===== src/rtl/dns_qname_encoder_assert.svh =====
// Assertion macros for the DNS question name encoder.
`ifndef DNS_QNAME_ENCODER_ASSERT_SVH
`define DNS_QNAME_ENCODER_ASSERT_SVH

// Clocked assertion, disabled while reset is high.
`define DQE_ASSERT(lbl, clk, rst, prop, msg) \
   lbl: assert property (@(posedge clk) disable iff (rst) prop) else $error(msg);

// Clocked assertion that also holds during reset.
`define DQE_ASSERT_ALWAYS(lbl, clk, prop, msg) \
   lbl: assert property (@(posedge clk) prop) else $error(msg);

`endif


===== src/rtl/dqe_pkg.sv =====
`default_nettype none
// ----------------------------------------------------------------------------
// DQE package
// Shared constants, byte select codes and controller/datapath handshake types.
// ----------------------------------------------------------------------------
package dqe_pkg;

   localparam int LABEL_MAX_DEFAULT = 32;
   localparam int BYTE_W            = 8;
   localparam int WORD_W            = 16;
   localparam int CSR_IDX_W         = 1;

   localparam logic [BYTE_W-1:0]    DOT_CHAR        = 8'h2E;
   localparam logic [WORD_W-1:0]    QUERY_RESET     = 16'h0001;
   localparam logic [CSR_IDX_W-1:0] REG_QUERY_TYPE  = 1'b0;
   localparam logic [CSR_IDX_W-1:0] REG_QUERY_CLASS = 1'b1;

   typedef enum logic [2:0] {
      SEL_LEN,
      SEL_DATA,
      SEL_ZERO,
      SEL_TYPE_HI,
      SEL_TYPE_LO,
      SEL_CLASS_HI,
      SEL_CLASS_LO
   } sel_type;

   typedef struct packed {
      logic    buffer;
      logic    clear_label;
      logic    rd_first;
      logic    rd_next;
      logic    emit;
      sel_type sel;
      logic    run_last;
      logic    done;
   } cmd_type;

   typedef struct packed {
      logic is_dot;
      logic out_free;
      logic label_empty;
      logic data_last;
   } sts_type;

endpackage
`default_nettype wire


===== src/rtl/dqe_ram.sv =====
`default_nettype none
// ----------------------------------------------------------------------------
// DQE generic RAM
// One write port, one read port with enable and registered read data.
// ----------------------------------------------------------------------------
module dqe_ram #(
   parameter int WIDTH  = 8,
   parameter int DEPTH  = 32,
   parameter int ADDR_W = (DEPTH > 1) ? $clog2(DEPTH) : 1
) (
   input  wire logic              clock,
   input  wire logic              wr_en,
   input  wire logic [ADDR_W-1:0] wr_addr,
   input  wire logic [WIDTH-1:0]  wr_data,
   input  wire logic              rd_en,
   input  wire logic [ADDR_W-1:0] rd_addr,
   output      logic [WIDTH-1:0]  rd_data
);

   logic [WIDTH-1:0] mem_ff [DEPTH];
   logic [WIDTH-1:0] rd_data_ff;

   always_ff @(posedge clock) begin
      if (wr_en) begin
         mem_ff[wr_addr] <= wr_data;
      end
      if (rd_en) begin
         rd_data_ff <= mem_ff[rd_addr];
      end
   end

   assign rd_data = rd_data_ff;

endmodule
`default_nettype wire


===== src/rtl/dqe_ctrl.sv =====
`default_nettype none
`include "dns_qname_encoder_assert.svh"
// ----------------------------------------------------------------------------
// DQE controller
// Sequences buffering, label flush and the trailer bytes of one name.
// ----------------------------------------------------------------------------
module dqe_ctrl (
   input  wire logic             clock,
   input  wire logic             reset,
   input  wire logic             req_valid,
   input  wire logic             req_last_byte,
   output      logic             req_stall,
   input  wire dqe_pkg::sts_type sts,
   output      dqe_pkg::cmd_type cmd
);
   import dqe_pkg::*;

   typedef enum logic [2:0] {
      S_IDLE,
      S_LEN,
      S_DATA,
      S_TERM,
      S_TYPE_HI,
      S_TYPE_LO,
      S_CLASS_HI,
      S_CLASS_LO
   } state_type;

   state_type state_ff, state_in;
   logic      last_ff, last_in;

   always_ff @(posedge clock) begin
      if (reset) begin
         state_ff <= S_IDLE;
         last_ff  <= 1'b0;
      end else begin
         state_ff <= state_in;
         last_ff  <= last_in;
      end
   end

   assign req_stall = (state_ff != S_IDLE);

   always_comb begin
      state_in = state_ff;
      last_in  = last_ff;
      cmd      = '0;
      cmd.sel  = SEL_ZERO;
      case (state_ff)
         S_IDLE: begin
            if (req_valid) begin
               cmd.buffer = !sts.is_dot;
               last_in    = req_last_byte;
               if (sts.is_dot || req_last_byte) begin
                  state_in = S_LEN;
               end
            end
         end
         S_LEN: begin
            cmd.emit     = 1'b1;
            cmd.sel      = SEL_LEN;
            cmd.rd_first = 1'b1;
            cmd.run_last = !last_ff && sts.label_empty;
            if (sts.out_free) begin
               if (sts.label_empty) begin
                  cmd.clear_label = 1'b1;
                  state_in        = last_ff ? S_TERM : S_IDLE;
               end else begin
                  state_in = S_DATA;
               end
            end
         end
         S_DATA: begin
            cmd.emit     = 1'b1;
            cmd.sel      = SEL_DATA;
            cmd.run_last = !last_ff && sts.data_last;
            if (sts.out_free) begin
               cmd.rd_next = 1'b1;
               if (sts.data_last) begin
                  cmd.clear_label = 1'b1;
                  state_in        = last_ff ? S_TERM : S_IDLE;
               end
            end
         end
         S_TERM: begin
            cmd.emit = 1'b1;
            cmd.sel  = SEL_ZERO;
            if (sts.out_free) state_in = S_TYPE_HI;
         end
         S_TYPE_HI: begin
            cmd.emit = 1'b1;
            cmd.sel  = SEL_TYPE_HI;
            if (sts.out_free) state_in = S_TYPE_LO;
         end
         S_TYPE_LO: begin
            cmd.emit = 1'b1;
            cmd.sel  = SEL_TYPE_LO;
            if (sts.out_free) state_in = S_CLASS_HI;
         end
         S_CLASS_HI: begin
            cmd.emit = 1'b1;
            cmd.sel  = SEL_CLASS_HI;
            if (sts.out_free) state_in = S_CLASS_LO;
         end
         S_CLASS_LO: begin
            cmd.emit     = 1'b1;
            cmd.sel      = SEL_CLASS_LO;
            cmd.run_last = 1'b1;
            cmd.done     = 1'b1;
            if (sts.out_free) state_in = S_IDLE;
         end
         default: begin
            state_in = S_IDLE;
         end
      endcase
   end

   `DQE_ASSERT(a_done_is_run_last, clock, reset, cmd.done |-> cmd.run_last, "done without run_last")
   `DQE_ASSERT(a_hold_on_stall, clock, reset, (cmd.emit && !sts.out_free) |=> (state_ff == $past(state_ff)), "state advanced while output full")
   `DQE_ASSERT(a_idle_after_class, clock, reset, (state_ff == S_CLASS_LO && sts.out_free) |=> (state_ff == S_IDLE), "no return to idle after class byte")

endmodule
`default_nettype wire


===== src/rtl/dqe_datapath.sv =====
`default_nettype none
`include "dns_qname_encoder_assert.svh"
// ----------------------------------------------------------------------------
// DQE datapath
// Label buffer, fill and overflow tracking, query registers and output byte.
// ----------------------------------------------------------------------------
module dqe_datapath #(
   parameter int LABEL_MAX = dqe_pkg::LABEL_MAX_DEFAULT
) (
   input  wire logic                            clock,
   input  wire logic                            reset,
   input  wire logic [dqe_pkg::BYTE_W-1:0]      req_name_byte,
   input  wire logic                            csr_valid,
   input  wire logic [dqe_pkg::CSR_IDX_W-1:0]   csr_index,
   input  wire logic [dqe_pkg::WORD_W-1:0]      csr_data,
   output      logic                            rsp_valid,
   input  wire logic                            rsp_stall,
   output      logic [dqe_pkg::BYTE_W-1:0]      rsp_out_byte,
   output      logic                            rsp_run_last,
   output      logic                            rsp_query_done,
   output      logic                            rsp_label_too_long,
   input  wire dqe_pkg::cmd_type                cmd,
   output      dqe_pkg::sts_type                sts
);
   import dqe_pkg::*;

   localparam int FW = $clog2(LABEL_MAX + 1);
   localparam int AW = (LABEL_MAX > 1) ? $clog2(LABEL_MAX) : 1;

   logic [FW-1:0]     fill_ff;
   logic              ovf_ff;
   logic [FW-1:0]     idx_ff;
   logic [FW-1:0]     idx_next;
   logic [WORD_W-1:0] qtype_ff;
   logic [WORD_W-1:0] qclass_ff;
   logic              rsp_valid_ff;
   logic [BYTE_W-1:0] out_byte_ff;
   logic              run_last_ff;
   logic              done_ff;
   logic              too_long_ff;
   logic [BYTE_W-1:0] out_byte_in;
   logic [BYTE_W-1:0] rd_data;
   logic              room;
   logic              wr_en;
   logic              rd_en;
   logic [AW-1:0]     rd_addr;
   logic              load;

   assign room     = (fill_ff < FW'(LABEL_MAX));
   assign wr_en    = cmd.buffer && room;
   assign idx_next = idx_ff + FW'(1);

   assign sts.is_dot      = (req_name_byte == DOT_CHAR);
   assign sts.out_free    = !rsp_valid_ff || !rsp_stall;
   assign sts.label_empty = (fill_ff == '0);
   assign sts.data_last   = (idx_next == fill_ff);

   assign rd_en   = cmd.rd_first || (cmd.rd_next && !sts.data_last);
   assign rd_addr = cmd.rd_first ? '0 : idx_next[AW-1:0];
   assign load    = cmd.emit && sts.out_free;

   dqe_ram #(
      .WIDTH (BYTE_W),
      .DEPTH (LABEL_MAX),
      .ADDR_W(AW)
   ) u_label_ram (
      .clock  (clock),
      .wr_en  (wr_en),
      .wr_addr(fill_ff[AW-1:0]),
      .wr_data(req_name_byte),
      .rd_en  (rd_en),
      .rd_addr(rd_addr),
      .rd_data(rd_data)
   );

   always_comb begin
      case (cmd.sel)
         SEL_LEN:      out_byte_in = BYTE_W'(fill_ff);
         SEL_DATA:     out_byte_in = rd_data;
         SEL_TYPE_HI:  out_byte_in = qtype_ff[WORD_W-1:BYTE_W];
         SEL_TYPE_LO:  out_byte_in = qtype_ff[BYTE_W-1:0];
         SEL_CLASS_HI: out_byte_in = qclass_ff[WORD_W-1:BYTE_W];
         SEL_CLASS_LO: out_byte_in = qclass_ff[BYTE_W-1:0];
         default:      out_byte_in = '0;
      endcase
   end

   always_ff @(posedge clock) begin
      if (reset) begin
         fill_ff      <= '0;
         ovf_ff       <= 1'b0;
         qtype_ff     <= QUERY_RESET;
         qclass_ff    <= QUERY_RESET;
         rsp_valid_ff <= 1'b0;
      end else begin
         if (cmd.clear_label) begin
            fill_ff <= '0;
            ovf_ff  <= 1'b0;
         end else if (cmd.buffer) begin
            if (room) fill_ff <= fill_ff + FW'(1);
            else      ovf_ff  <= 1'b1;
         end
         if (csr_valid) begin
            case (csr_index)
               REG_QUERY_TYPE:  qtype_ff  <= csr_data;
               REG_QUERY_CLASS: qclass_ff <= csr_data;
               default: ;
            endcase
         end
         if (load)           rsp_valid_ff <= 1'b1;
         else if (!rsp_stall) rsp_valid_ff <= 1'b0;
      end
   end

   always_ff @(posedge clock) begin
      if (cmd.rd_first) idx_ff <= '0;
      else if (cmd.rd_next) idx_ff <= idx_next;
      if (load) begin
         out_byte_ff <= out_byte_in;
         run_last_ff <= cmd.run_last;
         done_ff     <= cmd.done;
         too_long_ff <= ovf_ff && (cmd.sel inside {SEL_LEN, SEL_DATA});
      end
   end

   assign rsp_valid          = rsp_valid_ff;
   assign rsp_out_byte       = out_byte_ff;
   assign rsp_run_last       = run_last_ff;
   assign rsp_query_done     = done_ff;
   assign rsp_label_too_long = too_long_ff;

   `DQE_ASSERT(a_fill_bound, clock, reset, fill_ff <= FW'(LABEL_MAX), "label fill beyond buffer")
   `DQE_ASSERT(a_ovf_full, clock, reset, ovf_ff |-> (fill_ff == FW'(LABEL_MAX)), "overflow with room left")

endmodule
`default_nettype wire


===== src/rtl/dns_qname_encoder.sv =====
// A plain byte is buffered and gives no output byte.
// A dot or last byte starts a flush: the length state loads the label length,
// then one data byte per cycle while rsp_stall is low; the last
// byte adds 5 trailer bytes. Input stalls until the last byte is loaded.
// Input is not stalled while plain bytes are buffered; it stalls during a flush.
// Reset clears state and sets both query registers to 1.
`default_nettype none
// ----------------------------------------------------------------------------
// DNS question name encoder
// Turns a dotted host name into length-prefixed labels plus type and class.
// ----------------------------------------------------------------------------
module dns_qname_encoder #(
   parameter int LABEL_MAX = dqe_pkg::LABEL_MAX_DEFAULT
) (
   input  wire logic                          clock,
   input  wire logic                          reset,
   input  wire logic                          req_valid,
   output      logic                          req_stall,
   input  wire logic [dqe_pkg::BYTE_W-1:0]    req_name_byte,
   input  wire logic                          req_last_byte,
   output      logic                          rsp_valid,
   input  wire logic                          rsp_stall,
   output      logic [dqe_pkg::BYTE_W-1:0]    rsp_out_byte,
   output      logic                          rsp_run_last,
   output      logic                          rsp_query_done,
   output      logic                          rsp_label_too_long,
   input  wire logic                          csr_valid,
   output      logic                          csr_ready,
   input  wire logic [dqe_pkg::CSR_IDX_W-1:0] csr_index,
   input  wire logic [dqe_pkg::WORD_W-1:0]    csr_data
);
   import dqe_pkg::*;

   cmd_type cmd;
   sts_type sts;

   assign csr_ready = 1'b1;

   dqe_ctrl u_ctrl (
      .clock        (clock),
      .reset        (reset),
      .req_valid    (req_valid),
      .req_last_byte(req_last_byte),
      .req_stall    (req_stall),
      .sts          (sts),
      .cmd          (cmd)
   );

   dqe_datapath #(
      .LABEL_MAX(LABEL_MAX)
   ) u_datapath (
      .clock             (clock),
      .reset             (reset),
      .req_name_byte     (req_name_byte),
      .csr_valid         (csr_valid),
      .csr_index         (csr_index),
      .csr_data          (csr_data),
      .rsp_valid         (rsp_valid),
      .rsp_stall         (rsp_stall),
      .rsp_out_byte      (rsp_out_byte),
      .rsp_run_last      (rsp_run_last),
      .rsp_query_done    (rsp_query_done),
      .rsp_label_too_long(rsp_label_too_long),
      .cmd               (cmd),
      .sts               (sts)
   );

endmodule
`default_nettype wire

===== config.mk =====
export PLATFORM = sky130hd
export DESIGN_NAME = dns_qname_encoder
export DESIGN_NICKNAME = d
export VERILOG_FILES = /design/src/rtl/dqe_pkg.sv /design/src/rtl/dqe_ram.sv /design/src/rtl/dqe_ctrl.sv /design/src/rtl/dqe_datapath.sv /design/src/rtl/dns_qname_encoder.sv
export VERILOG_INCLUDE_DIRS = /design/src /design/src/rtl
export SDC_FILE = /design/constraint.sdc
export NUM_CORES = 1
export LEC_CHECK = 0
export BUFFER_PORTS_ARGS = -buffer_cell sky130_fd_sc_hd__buf_2
export CAP_MARGIN = 20
export CORE_MARGIN = 5
export CORE_UTILIZATION = 45
export CTS_CLUSTER_DIAMETER = 150
export DETAILED_ROUTE_END_ITERATION = 8
export GPL_ROUTABILITY_DRIVEN = 1
export PLACE_DENSITY = 0.6
export SLEW_MARGIN = 10
export SYNTH_ARGS = -nofsm -noshare
export SYNTH_HDL_FRONTEND = slang
export SYNTH_SLANG_ARGS = --single-unit

===== constraint.sdc =====
create_clock -name clock -period 6.2 [get_ports clock]
set_clock_uncertainty 0.15 [all_clocks]
set_input_delay 0 -clock clock [delete_from_list [all_inputs] [get_ports clock]]
set_output_delay 0 -clock clock [all_outputs]
set_load 0.005 [all_outputs]

==> impl_metrics.py, run 1 <==
metrics = {
    "finish": {
        "most-common-layout-cells": "edfxtp_1, nand2_1, a21oi_1",
        "diodes": 0,
        "fillers": 2514,
        "multi_input_area_mm2": 0.00405,
        "nNetsFinal": 1103,
        "drive_gt1_share_pct": 16.4,
        "final_common_cell": "edfxtp_1",
        "synthToLayoutAreaGrowth_pct": 15.8,
        "seq_area_mm2": 0.00926,
    },
    "synth": {
        "syn_inst": 993,
        "ys_types": 59,
        "synth_ff_type": "edfxtp_1",
        "synthArstFlopShare_pct": 0,
        "yosys_warnings": 0,
        "synth_edf_count": 275,
        "synth.area.top_cells": "edfxtp_1, dfxtp_1, nand2_1",
        "ys_seq_area_share_pct": 67.9,
        "synth_fp_nets": 1033,
        "synth_top_area_share_pct": 60.6,
        "syn_area_per_cell_um2": 13.7,
        "yosys_register_bits": 325,
        "synth_area_leader_cell": "edfxtp_1",
        "syn-cell-area_mm2": 0.0136,
    },
    "cts": {
        "cts_tree": "built",
        "clkSlewWorstSetupHoldPaths_ns": 0.06,
        "cts_max_level": 2,
        "clockBufferDepth": 3,
        "post_cts_buffers": 0,
        "clock_latency_ns": 0.51,
        "cts_buffers": 36,
        "root_buffer": "clkbuf_16",
        "cts.sinks": 325,
    },
    "floorplan": {
        "die_h_um": 184,
        "die_w_um": 184,
        "start_util_pct": 45.8,
        "rows": 63,
        "dieArea_mm2": 0.0339,
        "ios": 45,
        "core_area_mm2": 0.0298,
    },
    "grt": {
        "grt_max_degree": 65,
        "antenna_found_initial": 0,
        "grt_pass1_vias": 8200,
        "grt_overflow": 0,
        "grt.total_usage_pct": 19.4,
        "grt_first_pass_wirelength_mm": 50.3,
    },
    "critical_path": {
        "crit_path_start_kind": "flop",
        "critPathArrivalTime_ns": 3.67,
        "rr_startpoint": "u_datapath.idx_ff[0]",
        "crit_top_cell": "a221oi_1",
        "critical-path-max-stage-delay_ns": 0.66,
        "r2r_cells": 7,
        "endpoint_kind": "flop",
        "crit_type": "flop to flop",
        "r2r_end": "u_datapath.u_label_ram.rd_data[0]",
        "required_ns": 6.27,
        "crit_slowest_cell": "ha_1",
        "reg2reg_slack_ns": 2.60,
        "path_max_fanout": 37,
        "crit_chain": "ha_1, clkinv_1, nor2_2, buf_4, a221oi_1, o31ai_1, a221oi_1",
    },
    "timing": {
        "setup_viol": 0,
        "fin_crit_sh_pct": 58.1,
        "slew_headroom_pct": 30.4,
        "layout_min_cycle_time_ns": 3.60,
        "rsz0062_at_grt": "false",
        "setup_slack_ns": 2.60,
        "fmax_ghz": 0.278,
        "finalMaxSlewViolations": 0,
        "finalHoldViolCount": 0,
        "tns_ns": 0,
        "worst_pin_slew_ns": 1.04,
    },
    "placement": {
        "io_buffers": 43,
        "gp_congestion": 0.847,
        "pre_cts_slack_ns": 2.62,
        "dp_hpwl_mm": 20.4,
    },
    "power_and_ir_drop": {
        "comb_power_share_pct": 25.0,
        "internal_power_mw": 4.49,
        "leakage_nw": 5.13,
        "p_clk_share_pct": 34.2,
        "irDropWorstVdd_mv": 0.204,
        "finalPower_mw": 6.44,
        "powerDensity_mw_per_mm2": 408,
        "swShare_pct": 30.2,
        "p_seq_share_pct": 40.8,
        "switchingPower_mw": 1.95,
    },
    "drt": {
        "wire_per_inst_um": 22.5,
        "vias": 8665,
        "final_antenna_net_count": 0,
        "first_pass_iters": 5,
        "vias_per_cell": 5.87,
        "drt_iter0_markers": 807,
        "drc": 0,
        "wl_mm": 33.3,
    },
    "outcome": {
        "run_status": "finished, final reports clean",
    },
    "min_path": {
        "whs_endpoint": "u_datapath.qclass_ff[1]",
        "hp-class": "input pin to flop",
        "whs_path_depth": 4,
        "hp-start": "csr_data[1]",
    },
    "flow_run": {
        "cap_violations": 0,
    },
}
==> routing by layer <==
metal  up-vias  track usage (%)  wire length (um)
met5         -                0                 0
met2       344             30.5             15600
met1      4282             27.6             14300
met3        67             3.63              2480
met4         0             5.80               952
li1       3972                -                 -
==> cells in the mapped netlist (8+ instances only) <==
library cell / n
nand2b_1: 20
buf_4: 10
o21ai_0: 42
or3_1: 16
and3_1: 8
nor2_1: 54
mux4_2: 17
mux2i_1: 24
buf_2: 17
a221oi_1: 28
a21oi_1: 81
dfxtp_1: 50
nand3_1: 8
clkbuf_1: 36
o221ai_1: 21
nand2_1: 111
a31oi_1: 10
edfxtp_1: 275
mux2_2: 34
xnor2_1: 8
o22ai_1: 18
ha_1: 9
==> flip-flops by register name, indices dropped and copies added (netlist names), 3 cells and up <==
register,count
u_datapath.rsp_out_byte,8
u_datapath.u_label_ram.mem_ff,256
u_datapath.u_label_ram.rd_data,8
u_datapath.qclass_ff,16
u_datapath.fill_ff,6
u_ctrl.state_ff,3
u_datapath.idx_ff,6
u_datapath.qtype_ff,16
==> critical path, delay by kind of cell (launching register included) <==
family,cells,cell delay (ns)
fa+ha+maj,1,0.66
flops,1,0.58
buf+inv,2,1.00
simple gates,1,0.23
compound gates,3,0.67
==> cells by family after synthesis <==
| kind of cell | count (synthesis) | share of synthesized area [%] |
|---|---|---|
| AOI/OAI and AO/OA | 239 | 11.4 |
| xor gates and xnor gates | 16 | 1.14 |
| adders and majority gates | 9 | 0.826 |
| buffers and inverters | 73 | 2.44 |
| DFF | 325 | 67.9 |
| muxes | 77 | 7.57 |
| other | 1 | 0.0275 |
| and+or+nand+nor | 253 | 8.72 |
==> worst max-delay path by stage <==
stage	cells after the start	from	endpoint
floorplan	5	u_ctrl.state_ff[2]	u_datapath.rsp_label_too_long
global placement	7	u_datapath.idx_ff[0]	u_datapath.u_label_ram.rd_data[0]
detailed placement	7	u_datapath.idx_ff[0]	u_datapath.u_label_ram.rd_data[0]
CTS	7	u_datapath.idx_ff[0]	u_datapath.u_label_ram.rd_data[5]
global route	7	u_datapath.idx_ff[0]	u_datapath.u_label_ram.rd_data[4]
finish	7	u_datapath.idx_ff[0]	u_datapath.u_label_ram.rd_data[0]
==> layout make-up <==
cell class | count | share of cell area (%)
clock buffers | 42 | 6.12
clock inverters | 20 | 1.66
inverters | 7 | 0.166
multi-input cells | 595 | 25.6
flip-flops and latches | 325 | 58.7
well taps | 390 | 3.09
repair buffers | 98 | 4.64
==> power by group through the flow <==
stage / registers, mW / logic (mW) / clock network [mW]
after floorplan: 2.62 / 1.14 / 0
after global placement: 2.67 / 1.56 / 0
after detailed placement: 2.67 / 1.58 / 0
after CTS: 2.62 / 1.61 / 2.23
after global routing: 2.63 / 1.75 / 2.33
final: 2.62 / 1.61 / 2.20
==> timing repair <==
item,4_1_cts,5_1_grt
hold endpoints to repair,299,0
hold buffers,40,0
resized for setup,0,0
==> metrics by stage <==
step | hold WS, ns | instances | utilization (%) | area, um2
2_1_floorplan | -0.0511 | 993 | - | 13600
4_1_cts | 0.113 | 1477 | 53.0 | 15800
5_1_grt | 0.137 | 1477 | 53.0 | 15800
3_3_place_gp | 0.0981 | 1373 | 47.5 | 14100
3_5_place_dp | 0.0976 | 1375 | 47.5 | 14200
6_report | 0.141 | 1477 | 53.0 | 15800
Note: power is estimated with default switching activity, not from simulation.
==> run 2, diff against run 1 <==
--- a/config.mk
+++ b/config.mk
@@ -13,7 +13,7 @@
 export CTS_CLUSTER_DIAMETER = 150
 export DETAILED_ROUTE_END_ITERATION = 8
 export GPL_ROUTABILITY_DRIVEN = 1
-export PLACE_DENSITY = 0.6
+export PLACE_DENSITY = 0.62
 export SLEW_MARGIN = 10
 export SYNTH_ARGS = -nofsm -noshare
 export SYNTH_HDL_FRONTEND = slang
==> constraint.sdc (replaced) <==
create_clock -name clock -period 2.9 [get_ports clock]
set_clock_uncertainty 0.15 [all_clocks]
set_input_delay 0 -clock clock [delete_from_list [all_inputs] [get_ports clock]]
set_output_delay 0 -clock clock [all_outputs]
set_load 0.005 [all_outputs]
==> run 2 against run 1 <==
- power rose by 110%
- die area did not move
- via count increased by 3.6%
- wire length increased by 2.6%
- clock power grew 92%
- sequential cell count unchanged
- sequential share of layout area is 1.4 points lower
- critical path depth is 3 higher
- global-route usage is 0.65 points higher
- critical endpoint is now u_datapath.u_label_ram.rd_data[7]
- largest power group unchanged
==> impl_metrics.py, run 2 (synthesized netlist as in run 1, its figures left out) <==
metrics = {
    "flow_run": {
        "cap_violations": 0,
    },
    "drt": {
        "wl_mm": 34.2,
        "drc": 0,
        "vias_per_cell": 5.83,
        "drt_iter0_markers": 1065,
        "first_pass_iters": 8,
        "vias": 8981,
        "wire_per_inst_um": 22.2,
        "final_antenna_net_count": 0,
    },
    "grt": {
        "grt_pass1_vias": 8676,
        "antenna_found_initial": 0,
        "grt.total_usage_pct": 20.0,
        "grt_first_pass_wirelength_mm": 52.3,
        "grt_overflow": 0,
        "grt_max_degree": 50,
    },
    "timing": {
        "rsz0062_at_grt": "false",
        "setup_viol": 0,
        "fmax_ghz": 0.363,
        "slew_headroom_pct": 51.7,
        "finalHoldViolCount": 0,
        "fin_crit_sh_pct": 95.1,
        "tns_ns": 0,
        "finalMaxSlewViolations": 0,
        "whs_ns": 0.0140,
        "worst_pin_slew_ns": 0.725,
        "layout_min_cycle_time_ns": 2.76,
    },
    "finish": {
        "synthToLayoutAreaGrowth_pct": 18.6,
        "final_area_mm2": 0.0162,
        "drive_gt1_share_pct": 21.6,
        "diodes": 0,
        "postLayoutCoreUtil_pct": 54.3,
        "final_common_cell": "edfxtp_1",
        "most-common-layout-cells": "edfxtp_1, nand2_1, a21oi_1",
        "nNetsFinal": 1165,
        "largest_register": "u_datapath.u_label_ram.mem_ff",
        "largest_reg_flops": 256,
        "reg.largest.list": "u_datapath.u_label_ram.mem_ff x256, u_datapath.qclass_ff x16, u_datapath.qtype_ff x16",
    },
    "critical_path": {
        "path_max_fanout": 30,
        "crit_path_start_kind": "flop",
        "crit_top_cell": "buf_12",
        "r2r_cells": 10,
        "critical-path-max-stage-delay_ns": 0.38,
        "crit_type": "flop to flop",
        "r2r_end": "u_datapath.u_label_ram.rd_data[7]",
        "path_delay_family": "buffers and inverters",
        "critPathArrivalTime_ns": 2.87,
        "rr_startpoint": "u_ctrl.state_ff[1]",
        "required_ns": 3.01,
        "reg2reg_slack_ns": 0.14,
        "crit_chain": "inv_1, ha_1, nor2b_2, buf_12, nor2_2, buf_12, mux4_2, a21oi_1, a221oi_1, buf_4",
        "crit_slowest_cell": "dfxtp_1",
        "endpoint_kind": "flop",
        "path_buf_inv": 4,
    },
    "min_path": {
        "whs_endpoint": "u_ctrl.state_ff[1]",
        "hp-class": "input pin to flop",
        "hp-start": "req_valid",
        "whs_path_depth": 5,
    },
    "power_and_ir_drop": {
        "irDropWorstVdd_mv": 0.522,
        "finalPower_mw": 13.7,
        "powerDensity_mw_per_mm2": 848,
        "leakage_nw": 5.44,
    },
    "cts": {
        "clkSlewWorstSetupHoldPaths_ns": 0.06,
        "cts.sinks": 325,
        "post_cts_buffers": 0,
        "cts_max_level": 2,
        "clock_latency_ns": 0.52,
        "clockBufferDepth": 3,
        "cts_tree": "built",
        "cts_buffers": 36,
        "root_buffer": "clkbuf_16",
    },
    "floorplan": {
        "die_w_um": 184,
        "rows": 63,
        "ios": 45,
        "dieArea_mm2": 0.0339,
        "die_h_um": 184,
        "start_util_pct": 45.8,
        "core_area_mm2": 0.0298,
    },
    "placement": {
        "dp_hpwl_mm": 21.7,
        "io_buffers": 43,
        "gp_congestion": 0.856,
        "placed_area_mm2": 0.0148,
    },
    "outcome": {
        "run_status": "finished, final reports clean",
    },
}
==> run 2: what timing repair did <==
item,CTS,global route
endpoints found under the setup margin,0,3
gates resized for setup,0,3
hold buffers,31,0
hold endpoints to repair,303,0
==> run 2: area by class of cell <==
type	count	area [um2]
inverter	7	26.3
clock buffer	47	962
timing repair buffer	160	1250
multi-input combinational	595	4070
tap	390	488
sequential	325	9260
clock inverter	16	125
fill	2478	13600
==> run 2: worst max-delay path by stage <==
stage,cells past startpoint,endpoint,start,slack [ns]
after floorplan,5,u_datapath.rsp_label_too_long,u_ctrl.state_ff[2],0.39
after global placement,10,u_datapath.u_label_ram.rd_data[7],u_ctrl.state_ff[1],0.10
after detailed placement,8,u_datapath.u_label_ram.rd_data[6],u_ctrl.state_ff[1],0.04
after CTS,8,u_datapath.u_label_ram.rd_data[6],u_ctrl.state_ff[1],0.01
after global routing,8,u_datapath.u_label_ram.rd_data[6],u_ctrl.state_ff[1],0.02
final,10,u_datapath.u_label_ram.rd_data[7],u_ctrl.state_ff[1],0.14
==> run 2: per-layer routing <==
layer	vias to the layer above	global-route usage [%]	wire length, um
met2	360	30.7	15500
li1	4091	-	-
met4	0	5.62	884
met3	61	3.53	2740
met1	4469	29.7	15000
met5	-	0	0
==> run 2: through the flow <==
| stage | setup slack, ns | instances |
|---|---|---|
| global route | 0.0159 | 1540 |
| CTS | 0.00993 | 1540 |
| detailed placement | 0.0426 | 1446 |
| finish | 0.143 | 1540 |
| global placement | 0.102 | 1446 |
| floorplan | 0.391 | 993 |
==> run 2: worst register-to-register path, stage by stage (launching register included) <==
cell      delay [ns]
dfxtp_1         0.38
inv_1           0.08
ha_1            0.23
nor2b_2         0.19
buf_12          0.16
nor2_2          0.17
buf_12          0.21
mux4_2          0.39
a21oi_1         0.27
a221oi_1        0.13
buf_4           0.16
==> run 2: report_power, final <==
group          leakage (nW)  total (mW)  internal, mW  switching (mW)
clock                 0.530        4.23          2.44            1.79
sequential             2.90        5.55          5.41           0.142
combinational          2.01        3.93          1.58            2.35
total                  5.44        13.7          9.43            4.28
